[src/rtl/snfs_pkg.sv]
`timescale 1ns / 1ps
package snfs_pkg;

    localparam int NodeCountDef = 2;
    localparam int PageSizeDef  = 256;
    localparam int SectorSize   = 4096;

    localparam logic [2:0] F_DETECT  = 3'd0;
    localparam logic [2:0] F_READ    = 3'd1;
    localparam logic [2:0] F_PROGRAM = 3'd2;
    localparam logic [2:0] F_ERASE   = 3'd3;
    localparam logic [2:0] F_REPLY   = 3'd4;
    localparam logic [2:0] F_DATA    = 3'd5;

    localparam logic [1:0] K_XFER = 2'd0;
    localparam logic [1:0] K_RDAT = 2'd1;
    localparam logic [1:0] K_DREQ = 2'd2;
    localparam logic [1:0] K_DONE = 2'd3;

    localparam logic [2:0] ST_OK      = 3'd0;
    localparam logic [2:0] ST_NOCHIP  = 3'd1;
    localparam logic [2:0] ST_UNALIGN = 3'd2;
    localparam logic [2:0] ST_DEVERR  = 3'd3;
    localparam logic [2:0] ST_TIMEOUT = 3'd4;
    localparam logic [2:0] ST_UNKNOWN = 3'd5;
    localparam logic [2:0] ST_ABSENT  = 3'd6;

    localparam logic [7:0] CMD_JEDEC = 8'h9F;
    localparam logic [7:0] CMD_READ  = 8'h03;
    localparam logic [7:0] CMD_PROG  = 8'h02;
    localparam logic [7:0] CMD_ERASE = 8'h20;
    localparam logic [7:0] CMD_RDSR  = 8'h05;
    localparam logic [7:0] CMD_WREN  = 8'h06;

    localparam logic [2:0] REG_POLL  = 3'd0;
    localparam logic [2:0] REG_C0V   = 3'd1;
    localparam logic [2:0] REG_C0D   = 3'd2;
    localparam logic [2:0] REG_C1V   = 3'd3;
    localparam logic [2:0] REG_C1D   = 3'd4;

    localparam logic [19:0] PollLimitRst = 20'd100000;

    typedef struct packed {
        logic [2:0]  func;
        logic [2:0]  channel;
        logic [23:0] address;
        logic [15:0] length;
        logic [7:0]  reply_byte;
        logic [7:0]  data_byte;
    } t_item;

    typedef struct packed {
        logic [1:0]  kind;
        logic [2:0]  spi_select;
        logic [7:0]  mosi_byte;
        logic        cs_release;
        logic [7:0]  read_byte;
        logic [2:0]  status;
        logic [15:0] byte_count;
        logic        chip_index;
        logic        last;
    } t_result;

endpackage

[src/rtl/snfs_front.sv]
`timescale 1ns / 1ps
// Input side: drops items that cannot matter and queues the rest.
module snfs_front (
    input  logic             i_clk,
    input  logic             i_rst_n,
    input  logic             i_valid,
    output logic             o_ready,
    input  snfs_pkg::t_item  i_item,
    output logic             o_valid,
    input  logic             i_ready,
    output snfs_pkg::t_item  o_item
);
    logic [1:0]      r_cnt;
    logic            r_rp, r_wp;
    snfs_pkg::t_item r_mem [2];
    logic            w_in, w_out, w_keep;

    // func 6 and 7 never do anything
    assign w_keep  = (i_item.func <= snfs_pkg::F_DATA);
    assign o_ready = (r_cnt != 2'd2);
    assign w_in    = i_valid && o_ready && w_keep;
    assign o_valid = (r_cnt != 2'd0);
    assign w_out   = o_valid && i_ready;
    assign o_item  = r_mem[r_rp];

    always_ff @(posedge i_clk) begin
        if (!i_rst_n) begin
            r_cnt <= '0;
            r_rp  <= 1'b0;
            r_wp  <= 1'b0;
        end else begin
            if (w_in) r_wp <= ~r_wp;
            if (w_out) r_rp <= ~r_rp;
            r_cnt <= r_cnt + {1'b0, w_in} - {1'b0, w_out};
        end
        if (w_in) r_mem[r_wp] <= i_item;
    end
endmodule

[src/rtl/snfs_back.sv]
`timescale 1ns / 1ps
// Sequencer: carries out one queued item per cycle when no earlier results are waiting, emitting up to two results.
module snfs_back #(
    parameter int NODE_COUNT = snfs_pkg::NodeCountDef,
    parameter int PAGE_SIZE  = snfs_pkg::PageSizeDef
) (
    input  logic              i_clk,
    input  logic              i_rst_n,
    input  logic              i_valid,
    output logic              o_ready,
    input  snfs_pkg::t_item   i_item,
    input  logic [19:0]       i_poll_limit,
    input  logic [7:0]        i_c0v,
    input  logic [15:0]       i_c0d,
    input  logic [7:0]        i_c1v,
    input  logic [15:0]       i_c1d,
    output logic              o_valid,
    input  logic              i_ready,
    output snfs_pkg::t_result o_res
);
    localparam int PW = $clog2(PAGE_SIZE);
    localparam int SW = $clog2(snfs_pkg::SectorSize);
    localparam int NW = (NODE_COUNT > 1) ? $clog2(NODE_COUNT) : 1;

    typedef enum logic [3:0] {
        S_IDLE, S_DET, S_RD_HDR, S_RD_DATA, S_WEL, S_ER_HDR,
        S_POLL_CMD, S_POLL_RD, S_PG_HDR, S_PG_WANT, S_PG_DATA
    } t_phase;

    t_phase      r_ph, n_ph;
    logic [NODE_COUNT-1:0] r_node, n_node;
    logic [1:0]  r_op, n_op;
    logic [2:0]  r_ch, n_ch;
    logic [23:0] r_addr, n_addr;
    logic [15:0] r_left, n_left;
    logic [PW:0] r_pgl, n_pgl;
    logic [PW:0] r_chunk, n_chunk;
    logic [19:0] r_poll, n_poll;
    logic [23:0] r_id, n_id;
    logic [1:0]  r_hdr, n_hdr;
    logic        r_ef, n_ef;
    logic [15:0] r_done, n_done;

    // result buffer of three entries; an item fills at most two
    snfs_pkg::t_result r_buf [3];
    snfs_pkg::t_result n_buf [3];
    logic [1:0]  r_bn, r_bi;
    logic [1:0]  n_bn;

    logic w_go;
    // take the next item in the cycle the last buffered result leaves
    assign o_ready = (r_bn == 2'd0) || (i_ready && (r_bi + 2'd1 == r_bn));
    assign w_go    = i_valid && o_ready;
    assign o_valid = (r_bn != 2'd0);
    assign o_res   = r_buf[r_bi];

    function automatic snfs_pkg::t_result mk(logic [1:0] k, logic [2:0] ch, logic [7:0] m,
                                             logic rel, logic [7:0] rd, logic [2:0] st,
                                             logic [15:0] c, logic ci);
        snfs_pkg::t_result r;
        r.kind       = k;
        r.spi_select = (k == snfs_pkg::K_XFER || k == snfs_pkg::K_DREQ) ? ch : 3'd0;
        r.mosi_byte  = m;
        r.cs_release = rel;
        r.read_byte  = rd;
        r.status     = st;
        r.byte_count = c;
        r.chip_index = ci;
        r.last       = 1'b0;
        return r;
    endfunction

    function automatic logic [7:0] abyte(logic [23:0] a, logic [1:0] k);
        logic [7:0] b;
        case (k)
            2'd1:    b = a[23:16];
            2'd2:    b = a[15:8];
            default: b = a[7:0];
        endcase
        return b;
    endfunction

    always_comb begin
        logic [1:0]  n;
        logic [15:0] left;
        logic [15:0] done;
        logic [PW:0] room;
        logic [7:0]  v, r;
        logic [2:0]  st;
        logic        fin, pg;
        logic [19:0] pc;
        n_ph = r_ph; n_node = r_node; n_op = r_op; n_ch = r_ch; n_addr = r_addr;
        n_left = r_left; n_pgl = r_pgl; n_chunk = r_chunk; n_poll = r_poll;
        n_id = r_id; n_hdr = r_hdr; n_ef = r_ef; n_done = r_done;
        n = 2'd0; left = r_left; done = r_done; room = '0; v = '0; st = '0;
        fin = 1'b0; pg = 1'b0; pc = r_poll;
        r = i_item.reply_byte;
        for (int k = 0; k < 3; k++) n_buf[k] = r_buf[k];

        if (w_go) begin
            if (i_item.func <= snfs_pkg::F_ERASE) begin
                if (r_ph == S_IDLE) begin
                    n_op = i_item.func[1:0]; n_ch = i_item.channel;
                    n_addr = i_item.address; n_left = i_item.length;
                    left = i_item.length;
                    n_done = '0; done = '0; n_hdr = '0;
                    if (32'(i_item.channel) >= NODE_COUNT) begin
                        n_buf[0] = mk(snfs_pkg::K_DONE, 3'd0, 8'd0, 1'b0, 8'd0,
                                      snfs_pkg::ST_ABSENT, 16'd0, 1'b0);
                        n = 2'd1;
                    end else if (i_item.func == snfs_pkg::F_DETECT) begin
                        n_id = '0; n_ph = S_DET;
                        n_buf[0] = mk(snfs_pkg::K_XFER, i_item.channel, snfs_pkg::CMD_JEDEC,
                                      1'b0, 8'd0, 3'd0, 16'd0, 1'b0);
                        n = 2'd1;
                    end else if (!r_node[i_item.channel[NW-1:0]]) begin
                        n_buf[0] = mk(snfs_pkg::K_DONE, 3'd0, 8'd0, 1'b0, 8'd0,
                                      snfs_pkg::ST_NOCHIP, 16'd0, 1'b0);
                        n = 2'd1;
                    end else if (i_item.func == snfs_pkg::F_READ) begin
                        n_ph = S_RD_HDR;
                        n_buf[0] = mk(snfs_pkg::K_XFER, i_item.channel, snfs_pkg::CMD_READ,
                                      1'b0, 8'd0, 3'd0, 16'd0, 1'b0);
                        n = 2'd1;
                    end else if (i_item.func == snfs_pkg::F_ERASE &&
                                 i_item.address[SW-1:0] != '0) begin
                        n_buf[0] = mk(snfs_pkg::K_DONE, 3'd0, 8'd0, 1'b0, 8'd0,
                                      snfs_pkg::ST_UNALIGN, 16'd0, 1'b0);
                        n = 2'd1;
                    end else if (i_item.func == snfs_pkg::F_PROGRAM &&
                                 i_item.address[SW-1:0] != '0) begin
                        pg = 1'b1;
                    end else begin
                        n_ef = (i_item.func == snfs_pkg::F_PROGRAM);
                        n_ph = S_WEL;
                        n_buf[0] = mk(snfs_pkg::K_XFER, i_item.channel, snfs_pkg::CMD_WREN,
                                      1'b1, 8'd0, 3'd0, 16'd0, 1'b0);
                        n = 2'd1;
                    end
                end
            end else if (i_item.func == snfs_pkg::F_REPLY) begin
                case (r_ph)
                    S_DET: begin
                        if (r_hdr != 2'd0) n_id = {r_id[15:0], r};
                        if (r_hdr != 2'd3) begin
                            n_hdr = r_hdr + 2'd1;
                            n_buf[0] = mk(snfs_pkg::K_XFER, r_ch, 8'd0, r_hdr == 2'd2,
                                          8'd0, 3'd0, 16'd0, 1'b0);
                            n = 2'd1;
                        end else begin
                            v = n_id[23:16];
                            n_ph = S_IDLE;
                            n = 2'd1;
                            if (v == 8'h00 || v == 8'hFF)
                                n_buf[0] = mk(snfs_pkg::K_DONE, 3'd0, 8'd0, 1'b0, 8'd0,
                                              snfs_pkg::ST_NOCHIP, 16'd0, 1'b0);
                            else if (v == i_c0v && n_id[15:0] == i_c0d) begin
                                n_node[r_ch[NW-1:0]] = 1'b1;
                                n_buf[0] = mk(snfs_pkg::K_DONE, 3'd0, 8'd0, 1'b0, 8'd0,
                                              snfs_pkg::ST_OK, 16'd0, 1'b0);
                            end else if (v == i_c1v && n_id[15:0] == i_c1d) begin
                                n_node[r_ch[NW-1:0]] = 1'b1;
                                n_buf[0] = mk(snfs_pkg::K_DONE, 3'd0, 8'd0, 1'b0, 8'd0,
                                              snfs_pkg::ST_OK, 16'd0, 1'b1);
                            end else
                                n_buf[0] = mk(snfs_pkg::K_DONE, 3'd0, 8'd0, 1'b0, 8'd0,
                                              snfs_pkg::ST_UNKNOWN, 16'd0, 1'b0);
                        end
                    end
                    S_RD_HDR: begin
                        n = 2'd1;
                        if (r_hdr != 2'd3) begin
                            n_hdr = r_hdr + 2'd1;
                            n_buf[0] = mk(snfs_pkg::K_XFER, r_ch, abyte(r_addr, r_hdr + 2'd1),
                                          r_hdr == 2'd2 && r_left == '0, 8'd0, 3'd0,
                                          16'd0, 1'b0);
                        end else if (r_left == '0) begin
                            n_ph = S_IDLE;
                            n_buf[0] = mk(snfs_pkg::K_DONE, 3'd0, 8'd0, 1'b0, 8'd0,
                                          snfs_pkg::ST_OK, 16'd0, 1'b0);
                        end else begin
                            n_ph = S_RD_DATA;
                            n_buf[0] = mk(snfs_pkg::K_XFER, r_ch, 8'd0, r_left == 16'd1,
                                          8'd0, 3'd0, 16'd0, 1'b0);
                        end
                    end
                    S_RD_DATA: begin
                        n_buf[0] = mk(snfs_pkg::K_RDAT, r_ch, 8'd0, 1'b0, r, 3'd0,
                                      16'd0, 1'b0);
                        n_left = r_left - 16'd1;
                        n_done = r_done + 16'd1;
                        n_addr = r_addr + 24'd1;
                        n = 2'd2;
                        if (n_left != '0)
                            n_buf[1] = mk(snfs_pkg::K_XFER, r_ch, 8'd0, n_left == 16'd1,
                                          8'd0, 3'd0, 16'd0, 1'b0);
                        else begin
                            n_ph = S_IDLE;
                            n_buf[1] = mk(snfs_pkg::K_DONE, 3'd0, 8'd0, 1'b0, 8'd0,
                                          snfs_pkg::ST_OK, n_done, 1'b0);
                        end
                    end
                    S_WEL: begin
                        n_hdr = '0; n = 2'd1;
                        if (r_op == 2'd3 || r_ef) begin
                            n_ph = S_ER_HDR;
                            n_buf[0] = mk(snfs_pkg::K_XFER, r_ch, snfs_pkg::CMD_ERASE, 1'b0,
                                          8'd0, 3'd0, 16'd0, 1'b0);
                        end else begin
                            n_ph = S_PG_HDR;
                            n_buf[0] = mk(snfs_pkg::K_XFER, r_ch, snfs_pkg::CMD_PROG, 1'b0,
                                          8'd0, 3'd0, 16'd0, 1'b0);
                        end
                    end
                    S_ER_HDR, S_PG_HDR: begin
                        n = 2'd1;
                        if (r_hdr != 2'd3) begin
                            n_hdr = r_hdr + 2'd1;
                            n_buf[0] = mk(snfs_pkg::K_XFER, r_ch, abyte(r_addr, r_hdr + 2'd1),
                                          (r_ph == S_ER_HDR) && r_hdr == 2'd2, 8'd0, 3'd0,
                                          16'd0, 1'b0);
                        end else if (r_ph == S_ER_HDR) begin
                            n_poll = '0; n_ph = S_POLL_CMD;
                            n_buf[0] = mk(snfs_pkg::K_XFER, r_ch, snfs_pkg::CMD_RDSR, 1'b0,
                                          8'd0, 3'd0, 16'd0, 1'b0);
                        end else begin
                            n_ph = S_PG_WANT;
                            n_buf[0] = mk(snfs_pkg::K_DREQ, r_ch, 8'd0, 1'b0, 8'd0, 3'd0,
                                          16'd0, 1'b0);
                        end
                    end
                    S_PG_DATA: begin
                        n = 2'd1;
                        if (r_pgl != '0) begin
                            n_ph = S_PG_WANT;
                            n_buf[0] = mk(snfs_pkg::K_DREQ, r_ch, 8'd0, 1'b0, 8'd0, 3'd0,
                                          16'd0, 1'b0);
                        end else begin
                            n_poll = '0; n_ph = S_POLL_CMD;
                            n_buf[0] = mk(snfs_pkg::K_XFER, r_ch, snfs_pkg::CMD_RDSR, 1'b0,
                                          8'd0, 3'd0, 16'd0, 1'b0);
                        end
                    end
                    S_POLL_CMD: begin
                        n_ph = S_POLL_RD; n = 2'd1;
                        n_buf[0] = mk(snfs_pkg::K_XFER, r_ch, 8'd0, 1'b1, 8'd0, 3'd0,
                                      16'd0, 1'b0);
                    end
                    S_POLL_RD: begin
                        if (r_poll != 20'hFFFFF) pc = r_poll + 20'd1;
                        n_poll = pc;
                        fin = 1'b1;
                        if (r[5]) st = snfs_pkg::ST_DEVERR;
                        else if (!r[0]) st = snfs_pkg::ST_OK;
                        else if (pc >= i_poll_limit) st = snfs_pkg::ST_TIMEOUT;
                        else begin
                            fin = 1'b0; n_ph = S_POLL_CMD; n = 2'd1;
                            n_buf[0] = mk(snfs_pkg::K_XFER, r_ch, snfs_pkg::CMD_RDSR, 1'b0,
                                          8'd0, 3'd0, 16'd0, 1'b0);
                        end
                        if (fin) begin
                            n = 2'd1;
                            if (r_op == 2'd3) begin
                                n_ph = S_IDLE;
                                n_buf[0] = mk(snfs_pkg::K_DONE, 3'd0, 8'd0, 1'b0, 8'd0, st,
                                              st == snfs_pkg::ST_OK ?
                                              16'(snfs_pkg::SectorSize) : 16'd0, 1'b0);
                            end else if (st != snfs_pkg::ST_OK) begin
                                n_ph = S_IDLE;
                                n_buf[0] = mk(snfs_pkg::K_DONE, 3'd0, 8'd0, 1'b0, 8'd0, st,
                                              r_done, 1'b0);
                            end else begin
                                if (!r_ef) done = r_done + 16'(r_chunk);
                                n_done = done;
                                n = 2'd0;
                                pg = 1'b1;
                            end
                        end
                    end
                    default: ;
                endcase
            end else if (i_item.func == snfs_pkg::F_DATA && r_ph == S_PG_WANT) begin
                n_pgl = r_pgl - (PW+1)'(1);
                n_left = r_left - 16'd1;
                n_addr = r_addr + 24'd1;
                n_ph = S_PG_DATA; n = 2'd1;
                n_buf[0] = mk(snfs_pkg::K_XFER, r_ch, i_item.data_byte, n_pgl == '0,
                              8'd0, 3'd0, 16'd0, 1'b0);
            end

            // open the next page, or finish a program
            if (pg) begin
                n = 2'd1;
                if (left == '0) begin
                    n_ph = S_IDLE;
                    n_buf[0] = mk(snfs_pkg::K_DONE, 3'd0, 8'd0, 1'b0, 8'd0,
                                  snfs_pkg::ST_OK, done, 1'b0);
                end else begin
                    room = (PW+1)'(PAGE_SIZE) - {1'b0, n_addr[PW-1:0]};
                    n_chunk = (left < 16'(room)) ? left[PW:0] : room;
                    n_pgl = n_chunk;
                    n_ef = 1'b0;
                    n_ph = S_WEL;
                    n_buf[0] = mk(snfs_pkg::K_XFER, n_ch, snfs_pkg::CMD_WREN, 1'b1,
                                  8'd0, 3'd0, 16'd0, 1'b0);
                end
            end
            if (n != 2'd0) n_buf[n - 2'd1].last = 1'b1;
        end
        n_bn = n;
    end

    always_ff @(posedge i_clk) begin
        if (!i_rst_n) begin
            r_ph <= S_IDLE; r_node <= '0; r_op <= '0; r_ch <= '0; r_addr <= '0;
            r_left <= '0; r_pgl <= '0; r_chunk <= '0; r_poll <= '0; r_id <= '0;
            r_hdr <= '0; r_ef <= 1'b0; r_done <= '0; r_bn <= '0; r_bi <= '0;
        end else begin
            r_ph <= n_ph; r_node <= n_node; r_op <= n_op; r_ch <= n_ch; r_addr <= n_addr;
            r_left <= n_left; r_pgl <= n_pgl; r_chunk <= n_chunk; r_poll <= n_poll;
            r_id <= n_id; r_hdr <= n_hdr; r_ef <= n_ef; r_done <= n_done;
            if (w_go) begin
                r_bn <= n_bn; r_bi <= '0;
            end else if (o_valid && i_ready) begin
                if (r_bi + 2'd1 == r_bn) begin
                    r_bn <= '0; r_bi <= '0;
                end else r_bi <= r_bi + 2'd1;
            end
        end
        for (int k = 0; k < 3; k++) r_buf[k] <= n_buf[k];
    end
endmodule

[src/rtl/spi_nor_flash_sequencer.sv]
`timescale 1ns / 1ps
// SPI NOR flash sequencer. Requests (detect, read, program, erase), SPI replies and
// program data bytes enter on the s_axis side; a two-entry queue feeds the sequencer,
// which takes one item per cycle when no results wait and emits up to two results on
// m_axis (tuser = kind, tlast on the last result of an item). An item arriving while
// results are waiting is held in the queue until they have all been taken.
// Configuration writes go on the cfg channel while idle.
module spi_nor_flash_sequencer #(
    parameter int NODE_COUNT = snfs_pkg::NodeCountDef,
    parameter int PAGE_SIZE  = snfs_pkg::PageSizeDef
) (
    input  logic        i_clk,
    input  logic        i_rst_n,
    input  logic        s_axis_tvalid,
    output logic        s_axis_tready,
    input  logic [63:0] s_axis_tdata,  // func, channel, address, length, reply_byte,
                                       // data_byte (from bit 0)
    output logic        m_axis_tvalid,
    input  logic        m_axis_tready,
    output logic [39:0] m_axis_tdata,  // spi_select, mosi_byte, cs_release, read_byte,
                                       // status, byte_count, chip_index (from bit 0)
    output logic [1:0]  m_axis_tuser,  // kind
    output logic        m_axis_tlast,
    input  logic        i_cfg_valid,
    output logic        o_cfg_ready,
    input  logic [2:0]  i_cfg_index,
    input  logic [19:0] i_cfg_data
);
    snfs_pkg::t_item   w_in, w_q;
    snfs_pkg::t_result w_res;
    logic              w_qv, w_qr;
    logic [19:0]       r_poll_limit;
    logic [7:0]        r_c0v, r_c1v;
    logic [15:0]       r_c0d, r_c1d;

    assign w_in.func       = s_axis_tdata[2:0];
    assign w_in.channel    = s_axis_tdata[5:3];
    assign w_in.address    = s_axis_tdata[29:6];
    assign w_in.length     = s_axis_tdata[45:30];
    assign w_in.reply_byte = s_axis_tdata[53:46];
    assign w_in.data_byte  = s_axis_tdata[61:54];

    assign o_cfg_ready = 1'b1;
    always_ff @(posedge i_clk) begin
        if (!i_rst_n) begin
            r_poll_limit <= snfs_pkg::PollLimitRst;
            r_c0v <= 8'hC2; r_c0d <= 16'h201A; r_c1v <= 8'h9D; r_c1d <= 16'h6018;
        end else if (i_cfg_valid) begin
            case (i_cfg_index)
                snfs_pkg::REG_POLL: r_poll_limit <= i_cfg_data;
                snfs_pkg::REG_C0V:  r_c0v <= i_cfg_data[7:0];
                snfs_pkg::REG_C0D:  r_c0d <= i_cfg_data[15:0];
                snfs_pkg::REG_C1V:  r_c1v <= i_cfg_data[7:0];
                snfs_pkg::REG_C1D:  r_c1d <= i_cfg_data[15:0];
                default: ;
            endcase
        end
    end

    snfs_front u_front (
        .i_clk(i_clk), .i_rst_n(i_rst_n),
        .i_valid(s_axis_tvalid), .o_ready(s_axis_tready), .i_item(w_in),
        .o_valid(w_qv), .i_ready(w_qr), .o_item(w_q)
    );

    snfs_back #(.NODE_COUNT(NODE_COUNT), .PAGE_SIZE(PAGE_SIZE)) u_back (
        .i_clk(i_clk), .i_rst_n(i_rst_n),
        .i_valid(w_qv), .o_ready(w_qr), .i_item(w_q),
        .i_poll_limit(r_poll_limit), .i_c0v(r_c0v), .i_c0d(r_c0d),
        .i_c1v(r_c1v), .i_c1d(r_c1d),
        .o_valid(m_axis_tvalid), .i_ready(m_axis_tready), .o_res(w_res)
    );

    assign m_axis_tuser = w_res.kind;
    assign m_axis_tlast = w_res.last;
    assign m_axis_tdata = {w_res.chip_index, w_res.byte_count, w_res.status,
                           w_res.read_byte, w_res.cs_release, w_res.mosi_byte,
                           w_res.spi_select};
endmodule

[config.mk]
export PLATFORM = sky130hd
export DESIGN_NAME = spi_nor_flash_sequencer
export DESIGN_NICKNAME = d
export VERILOG_FILES = /design/src/rtl/snfs_pkg.sv /design/src/rtl/snfs_front.sv /design/src/rtl/snfs_back.sv /design/src/rtl/spi_nor_flash_sequencer.sv
export SDC_FILE = /design/constraint.sdc
export NUM_CORES = 1
export LEC_CHECK = 0
export BUFFER_PORTS_ARGS = -buffer_cell sky130_fd_sc_hd__buf_2
export CAP_MARGIN = 10
export CORE_MARGIN = 2
export CORE_UTILIZATION = 45
export DETAILED_ROUTE_END_ITERATION = 6
export MAX_ROUTING_LAYER = met4
export PLACE_DENSITY_LB_ADDON = 0.15
export SKIP_CTS_REPAIR_TIMING = 1
export SLEW_MARGIN = 20
export SYNTH_ARGS = -nofsm -noshare
export SYNTH_HDL_FRONTEND = slang
export SYNTH_SLANG_ARGS = --single-unit
[constraint.sdc]
create_clock -name i_clk -period 8.6 [get_ports i_clk]
set_input_delay 2.15 -clock i_clk [delete_from_list [all_inputs] [get_ports i_clk]]
set_output_delay 2.15 -clock i_clk [all_outputs]
set_load 0.005 [all_outputs]
# Yosys cells after proc, flatten, opt, wreduce, memory -nomap -nowiden

Memory sizes are Yosys's and may differ from the RTL's. A register that Yosys moved wholly into a read port is not among the register bits.
Cells that the tools add are included.

Bits in writable memories: 253
Bits in registers: 208
Logic and storage cells: 375
Input bits: 92
Output and inout port bits: 46
Memories kept: 2

Memory list:

| name          | depth | bits a word | read ports | clocked after memory_dff | write ports | line             | text |
|---|---|---|---|---|---|---|---|
| u_back.r_buf  | 3     | 43          | 4          | 1                        | 3           | snfs_back.sv:45  | `snfs_pkg::t_result r_buf [3];` |
| u_front.r_mem | 2     | 62          | 1          | 1                        | 1           | snfs_front.sv:15 | `snfs_pkg::t_item r_mem [2];` |

Bitwise logic cells: 9
Eq/ne operators: 55
Reduce and logical (&&, ||, !) cells: 64
Add/subtract/negate cells: 12
Multiplexer cells: 199
Magnitude comparators: 10

Operators by type and width:

| cell                    | count |
|---|---|
| $mux W43                | 31 |
| $mux W24                | 17 |
| $pmux W43 S8            | 1 |
| $mux W16                | 17 |
| $mux W129               | 2 |
| $mux W20                | 8 |
| $bwmux W129             | 1 |
| $mux W4                 | 24 |
| $demux W43 S2           | 1 |
| $pmux W20 S3            | 1 |
| $mux W2                 | 27 |
| $mux W9                 | 6 |
| $mux W1                 | 43 |
| $mux W21                | 2 |
| $mux W36                | 1 |
| $eq A16 B1 Y1 const B   | 2 |
| $eq A16 B16 Y1          | 2 |
| $logic_not A16 Y1       | 2 |
| $pmux W16 S2            | 1 |
| $pmux W4 S8             | 1 |
| $mux W3                 | 10 |
| $add A24 B1 Y24 const B | 1 |
| $add A20 B1 Y20 const B | 1 |
| $ge A20 B20 Y1          | 1 |
| 72 further kinds        | 146 |

# Logic depth before layout (Yosys ltp)

Gate-level depths: netlist of run 1.

Word-level depth: 33
Gate-level depth with buffers: 21
Depth with buffers taken out: 17

# Cells and area by module

From an unflattened synthesis of run 1, not the netlist that was laid out.

Cells, all modules: 2503
Area, all modules: 23969.2 µm²

Modules (own cells, without submodules):

| module                  | cells an instance | seq. area each (µm²) | area an instance (µm²) | times used |
|---|---|---|---|---|
| snfs_back               | 2019              | 5345.1               | 16226.8                | 1 |
| snfs_front              | 219               | 3823.7               | 5016.1                 | 1 |
| spi_nor_flash_sequencer | 265               | 1361.3               | 2726.4                 | 1 |

# Worst setup path after synthesis of run 1

OpenSTA, ideal clock, no wires.

Path kind: input port to flip-flop
Start: in s_axis_tdata[2]
End: mem u_front.r_mem[0][0] (netlist name), enable pin
Path buffers: 0
Slack: 2.927 ns
Setup time: 0.490 ns
Stages on the path: 3
Required time: 8.110 ns
Arrival: 5.183 ns
Path through: nand2_1 -> and3_1 -> nor2b_1

Word-level cells in the longest chain between the ends: 4

RTL lines:

| item                          | line                          | text |
|---|---|---|
| start, declared               | spi_nor_flash_sequencer.sv:16 | `input logic [63:0] s_axis_tdata,` |
| $le A3 B3 Y1                  | snfs_front.sv:19              | `assign w_keep = (i_item.func <= snfs_pkg::F_DATA);` |
| $logic_and A1 B1 Y1           | snfs_front.sv:21              | `assign w_in = i_valid && o_ready && w_keep;` |
| named net u_front.w_in        | snfs_front.sv:16              | `logic w_in, w_out, w_keep;` |
| $mux W1                       | snfs_front.sv:36              | `if (w_in) r_mem[r_wp] <= i_item;` |
| $mux W1 (implied by the code) | snfs_front.sv:36              |  |
| end, declared                 | snfs_front.sv:15              |  |

The timed path passes the listed nets, and every way through them passes these cells.

==> results.cfg, run 1 <==
[synth]
yosys.area.top_type = edfxtp_1
netlist_area_um2 = 23600
synth_edf_count = 210
syn_nets = 2753
synthArstFlopShare_pct = 0
synth-seq-area-share_pct = 44.6
syn_area_per_cell_um2 = 9.04
ys_top_cells_by_area = edfxtp_1, dfxtp_1, mux2i_1
yosysWarnings = 0
ys_ff_latch = 421
synth_top_area_share_pct = 26.7
yosysUniqueCellTypes = 96
ys.flop_type = dfxtp_1
synthCells = 2608

[grt]
grt_pass1_vias = 19600
grt_pass1_wl_um = 115000
overflow = 0
antenna_found_initial = 3
grt_usage_pct = 28.2
grt_max_degree = 66

[status]
status = completed

[sta]
fin_ws_ps = 2570
hold_viol_final = 0
whs_ps = 455
slew_viol_final = 0
min_period_over_period_pct = 70.1
finalSetupViolations = 0
rsz0062_at_grt = false
max_slew_margin_pct = 19.7
final.setup_skew_ps = 34.5
tightest_slew_ps = 1200
period_needed_ps = 6030
fin_tns_setup_ps = 0
fmax_mhz = 166

[clock_tree]
clock_latency_ps = 610
max-clock-path-buffers = 3
clock-sinks = 421
cts-root-buf = clkbuf_16
cts_tree = yes
cts_made_buffers = 49
cts.clk_slew.worst_paths_ps = 60
htreeDepth = 2

[critical_path]
path_delay_family = compound AO/OA/AOI/OAI gates
r2r_setup_slack_ps = 2570
startpoint_type = flip-flop
critPathRequiredTime_ps = 9150
endpoint_kind = flip-flop
criticalPathCategory = flip-flop to flip-flop
cp.buffers_inverters = 0
r2r-end = u_back.r_chunk[5]$_SDFFE_PN0P_
path_cells = mux2_1, mux2i_2, nor2_2, a221oi_1, or4b_4, o31ai_1, nand2_1, ha_1, and3_1, o2111ai_1, o311ai_4, nor2_1, a2111oi_0, a31o_2
r2r_cells = 14
slowest_stage = dfxtp_4
slowest_delay_ps = 830
critPathMaxFanout = 51
worstPathArrival_ps = 6580

[placed_design]
place_congestion = 0.959
port-buffer-count = 134
placed_cell_area_um2 = 24700
pre_cts_ws_ps = 2290
hpwl_um = 52300

[flow_run]
maxCapViolCount = 0

[detailed_routing]
num_vias = 20500
drc = 0
drt_iter0_markers = 1711
wl_per_cell_um = 22.2
first_pass_iters = 6
via_per_inst = 6.09
ant_nets = 0
wirelength_um = 74800

[power_and_ir_drop]
combPwrFrac_pct = 34.8
internal_power_mw = 4.68
switching_share_pct = 37.8
pwr-share-clk_pct = 28.7
cellPowerDensity_nw_per_um2 = 285
ir_drop_uv = 161
switchingPower_mw = 2.84
p_seq_share_pct = 36.5
power_leakage_nw = 9.44

[finish]
multi_input_area_um2 = 12200
fill_cells = 4824
design_area_um2 = 26400
nets = 2796
drive_gt1_share_pct = 12.1
syn2layout_area_growth_pct = 12.0
regArea_um2 = 10500

[die]
coreArea_um2 = 51600
die-area_um2 = 54300
placementRows = 83
start_util_pct = 45.7
die_w_um = 233
num_io_pins = 138
die_h_um = 233

[hold_path]
hold_depth = 2
hold_class = flip-flop to flip-flop
worstHoldEndpoint = r_poll_limit[6]$_SDFFE_PN0P_
hold_path_startpoint = r_poll_limit[6]$_SDFFE_PN0P_
[power groups by stage]
stage	sequential, mW	combinational [mW]	clock, mW
after floorplan	2.60	1.87	0
after global placement	2.77	2.54	0
after detailed placement	2.78	2.57	0
after CTS	2.74	2.58	2.20
after global routing	2.79	2.86	2.27
final	2.75	2.62	2.16
[placed cells by master (no fill, tap or decap), drive strengths merged, types with 27 or more instances in the layout]
cell and instances:
a211oi 31, a21oi 211, a22oi 53, and2 40, and3 27, buf 171, clkbuf 66, dfxtp 211
edfxtp 210, ha 52, inv 53, mux2 29, mux2i 117, nand2 302, nand3 83, nand4 34
nor2 275, nor3 67, nor4 37, o21ai 134, xnor2 64, xor2 38
[logic make-up (layout without fill, tap and decap cells)]
kind of cell	after synthesis	count (layout)	synth area share, %
AND/OR/NAND/NOR	985	985	20.0
adder cells (fa/ha/maj)	53	53	2.84
AO/OA/AOI/OAI	671	671	18.3
XOR/XNOR	102	102	3.79
buffers and inverters	229	313	3.94
other	1	2	0.0159
multiplexers	146	146	6.44
flip-flops	421	421	44.6
[registers in the layout, summed over array words and instances (netlist names), 2 cells and up, named ones only]
| name | count |
|---|---|
| u_front.r_mem | 124 |
| u_back.r_buf | 86 |
| u_back.r_addr | 24 |
| u_back.r_id | 24 |
| r_poll_limit | 20 |
| u_back.r_poll | 20 |
| r_c0d | 16 |
| r_c1d | 16 |
| u_back.r_done | 16 |
| u_back.r_left | 16 |
| u_back.r_chunk | 9 |
| u_back.r_pgl | 9 |
| r_c0v | 8 |
| r_c1v | 8 |
| u_back.r_ph | 4 |
| u_back.r_ch | 3 |
| u_back.r_bi | 2 |
| u_back.r_bn | 2 |
| u_back.r_hdr | 2 |
| u_back.r_node | 2 |
| u_back.r_op | 2 |
| u_front.r_cnt | 2 |
[stage by stage]
| stage | util [%] | std cells | power [mW] |
|---|---|---|---|
| after detailed placement | 47.9 | 3280 | 5.35 |
| after floorplan | - | 2608 | 4.47 |
| after global routing | 51.2 | 3373 | 7.92 |
| after CTS | 51.1 | 3372 | 7.52 |
| final | 51.2 | 3373 | 7.52 |
| after global placement | 47.8 | 3279 | 5.30 |
[worst register-to-register path: cells and delay by family (launching register included)]
kind / cells / cell delay, ps
and+or+nand+nor: 5 / 1500
adders and majority gates: 1 / 310
AOI/OAI and AO/OA: 6 / 2350
muxes: 2 / 990
DFF: 1 / 830
[synthesized netlist by cell type (9+ instances only)]
| cell | instances |
|---|---|
| a211oi_1 | 30 |
| a21boi_0 | 12 |
| a21o_1 | 24 |
| a21oi_1 | 210 |
| a22oi_1 | 53 |
| a31o_2 | 9 |
| a31oi_1 | 24 |
| and2_1 | 37 |
| and3_1 | 27 |
| and4_1 | 9 |
| buf_1 | 20 |
| buf_2 | 16 |
| clkbuf_1 | 135 |
| dfxtp_1 | 211 |
| edfxtp_1 | 210 |
| ha_1 | 52 |
| inv_1 | 49 |
| mux2_2 | 27 |
| mux2i_1 | 115 |
| nand2_1 | 302 |
| nand2b_1 | 16 |
| nand3_1 | 83 |
| nand4_1 | 34 |
| nor2_1 | 273 |
| nor2b_1 | 16 |
| nor3_1 | 67 |
| nor3b_1 | 11 |
| nor4_1 | 34 |
| o211ai_1 | 18 |
| o21a_1 | 18 |
| o21ai_0 | 133 |
| o221ai_1 | 10 |
| o22ai_1 | 20 |
| o31ai_1 | 10 |
| o32ai_1 | 11 |
| or3_1 | 20 |
| or4_1 | 10 |
| xnor2_1 | 64 |
| xor2_1 | 38 |
[routing by layer]
metal | wire [um] | share of wire, % | up-vias | global-route usage [%]
met5 | 0 | 0 | - | -
met3 | 5140 | 6.9 | 130 | 4.35
li1 | - | - | 9704 | -
met4 | 1960 | 2.6 | 0 | 7.94
met2 | 34400 | 46 | 762 | 44.0
met1 | 33300 | 44 | 9937 | 38.0
[final cells by class]
| type | count | area share, % |
|---|---|---|
| Clock inverter | 26 | 1.26 |
| Timing Repair Buffer | 171 | 3.59 |
| Inverter | 50 | 0.720 |
| Multi-Input combinational cell | 1958 | 46.3 |
| Antenna cell | 1 | 0.00948 |
| Clock buffer | 66 | 5.04 |
| Tap cell | 680 | 3.22 |
| Sequential cell | 421 | 39.9 |
[how the worst max path moves through the flow]
stage	to	slack [ps]	cells after the start
floorplan	u_front.r_mem[0][0]$_DFFE_PP_	2930	3
global placement	u_back.r_chunk[5]$_SDFFE_PN0P_	2390	14
detailed placement	u_back.r_chunk[5]$_SDFFE_PN0P_	2290	14
CTS	u_back.r_chunk[5]$_SDFFE_PN0P_	2300	14
global route	u_back.r_chunk[5]$_SDFFE_PN0P_	2120	14
finish	u_back.r_chunk[5]$_SDFFE_PN0P_	2570	14
Note: power is estimated with default switching activity, not from simulation.
==> inputs of run 2 (changes only) <==
==> constraint.sdc (replaced) <==
create_clock -name i_clk -period 5.6 [get_ports i_clk]
set_input_delay 1.4 -clock i_clk [delete_from_list [all_inputs] [get_ports i_clk]]
set_output_delay 1.4 -clock i_clk [all_outputs]
set_load 0.005 [all_outputs]
==> results.cfg, run 2 (synthesized netlist as in run 1, its figures left out) <==
[status]
status = completed

[sta]
rsz0062_at_grt = false
slew_viol_final = 0
hold_viol_final = 0
period_needed_ps = 5090
min_period_over_period_pct = 90.8
finalSetupViolations = 0
max_slew_margin_pct = 17.9
final.setup_skew_ps = 20.5
fmax_mhz = 197
tightest_slew_ps = 1230
fin_tns_setup_ps = 0

[placed_design]
port-buffer-count = 134
place_congestion = 0.977
hpwl_um = 53100

[grt]
grt_max_degree = 68
grt_usage_pct = 28.1
grt_pass1_vias = 19600
grt_pass1_wl_um = 115000
antenna_found_initial = 1
overflow = 0

[die]
coreArea_um2 = 51600
die_w_um = 233
num_io_pins = 138
start_util_pct = 45.7
placementRows = 83
die_h_um = 233
die-area_um2 = 54300

[critical_path]
slowest_stage = dfxtp_1
criticalPathCategory = flip-flop to flip-flop
critPathRequiredTime_ps = 6050
worstPathArrival_ps = 5530
worstSetupStartpoint = u_back.r_ph[3]$_SDFFE_PN0P_
cp_common_cell = buf_4
slowest_delay_ps = 560
startpoint_type = flip-flop
critPathMaxFanout = 18
endpoint_kind = flip-flop
path_cells = buf_4, and4bb_2, mux2i_2, nor2_2, a221oi_1, buf_4, nor4_1, xnor2_1, inv_1, ha_1, a21o_1, a21o_1, a21oi_1, o311ai_2, buf_4, and3_1, o21ai_0, a21oi_1
reg2reg_from = u_back.r_ph[3]$_SDFFE_PN0P_

[finish]
mostFrequentLayoutCells = nand2_1, nor2_1, a21oi_1, edfxtp_1, dfxtp_1
regArea_um2 = 10500
final_common_cell = nand2_1
fill_cells = 4858
nets = 2829
drive_gt1_share_pct = 13.2
largest_reg_flops = 124
top_regs = u_front.r_mem x124, u_back.r_buf x86
multi_input_area_um2 = 12200
syn2layout_area_growth_pct = 12.6
top_register = u_front.r_mem

[detailed_routing]
wirelength_um = 74800
wl_per_cell_um = 22.0
first_pass_iters = 6
drc = 0
drt_iter0_markers = 2069
ant_nets = 0
via_per_inst = 6.06
num_vias = 20600

[clock_tree]
cts_tree = yes
clock_latency_ps = 610
cts-root-buf = clkbuf_16
cts.clk_slew.worst_paths_ps = 70
htreeDepth = 2
clock-sinks = 421
max-clock-path-buffers = 3
cts_made_buffers = 48

[hold_path]
hold_class = flip-flop to flip-flop
hold_path_startpoint = u_back.r_node[1]$_SDFFE_PN0P_

[power_and_ir_drop]
power_leakage_nw = 9.56
ir_drop_uv = 279
cellPowerDensity_nw_per_um2 = 434
total_power_mw = 11.5

[flow_run]
maxCapViolCount = 0
run 2: worst max-delay path: cells and delay by family, from the launching register on:
family,cells,cell delay (ps)
AOI/OAI and AO/OA,7,1340
muxes,1,160
DFF,1,560
buffers and inverters,4,800
xor gates and xnor gates,1,270
adders and majority gates,1,310
and+or+nand+nor,4,1490
run 2: worst paths after layout:
path / to / slack (ps) / cells past startpoint
max: u_back.r_chunk[4]$_SDFFE_PN0P_ / 510 / 18
min: u_back.r_node[1]$_SDFFE_PN0P_ / 450 / 2
max reg2reg: u_back.r_chunk[4]$_SDFFE_PN0P_ / 510 / 18
min reg2reg: u_back.r_node[1]$_SDFFE_PN0P_ / 450 / 2
run 2: where the power goes:
part / switching (mW) / leakage, nW / internal, mW / total [mW]
logic: 2.65 / 5.14 / 1.48 / 4.13
clock network: 1.36 / 0.780 / 1.89 / 3.24
registers: 0.403 / 3.63 / 3.76 / 4.16
total: 4.40 / 9.56 / 7.12 / 11.5
run 2: per-stage QoR:
step	hold WS (ps)	cells	area (um^2)	util (%)	worst slack [ps]
6_report	453	3405	26600	51.5	513
5_1_grt	473	3405	26600	51.5	194
4_1_cts	453	3404	26600	51.5	557
3_5_place_dp	446	3314	25000	48.4	583
3_3_place_gp	436	3314	24900	48.3	684
2_1_floorplan	425	2608	23600	-	677
run 2: routing by layer:
layer  routed length, um  share of wire (%)  global-route usage (%)  up-vias
met1               33200                 44                    37.2    10000
met2               34400                 46                    44.3      747
met4                1950                2.6                    8.04        0
li1                    -                  -                       -     9739
met3                5270                7.0                    5.05      134
met5                   0                  0                       -        -
run 2: final cells by class:
cell class / instances / share of cell area, %
multi-input cells: 1958 / 45.8
flip-flops and latches: 421 / 39.7
clock buffers: 61 / 4.89
repair buffers: 205 / 4.53
well taps: 680 / 3.20
clock inverters: 29 / 1.16
inverters: 50 / 0.716
diodes: 1 / 0.00942
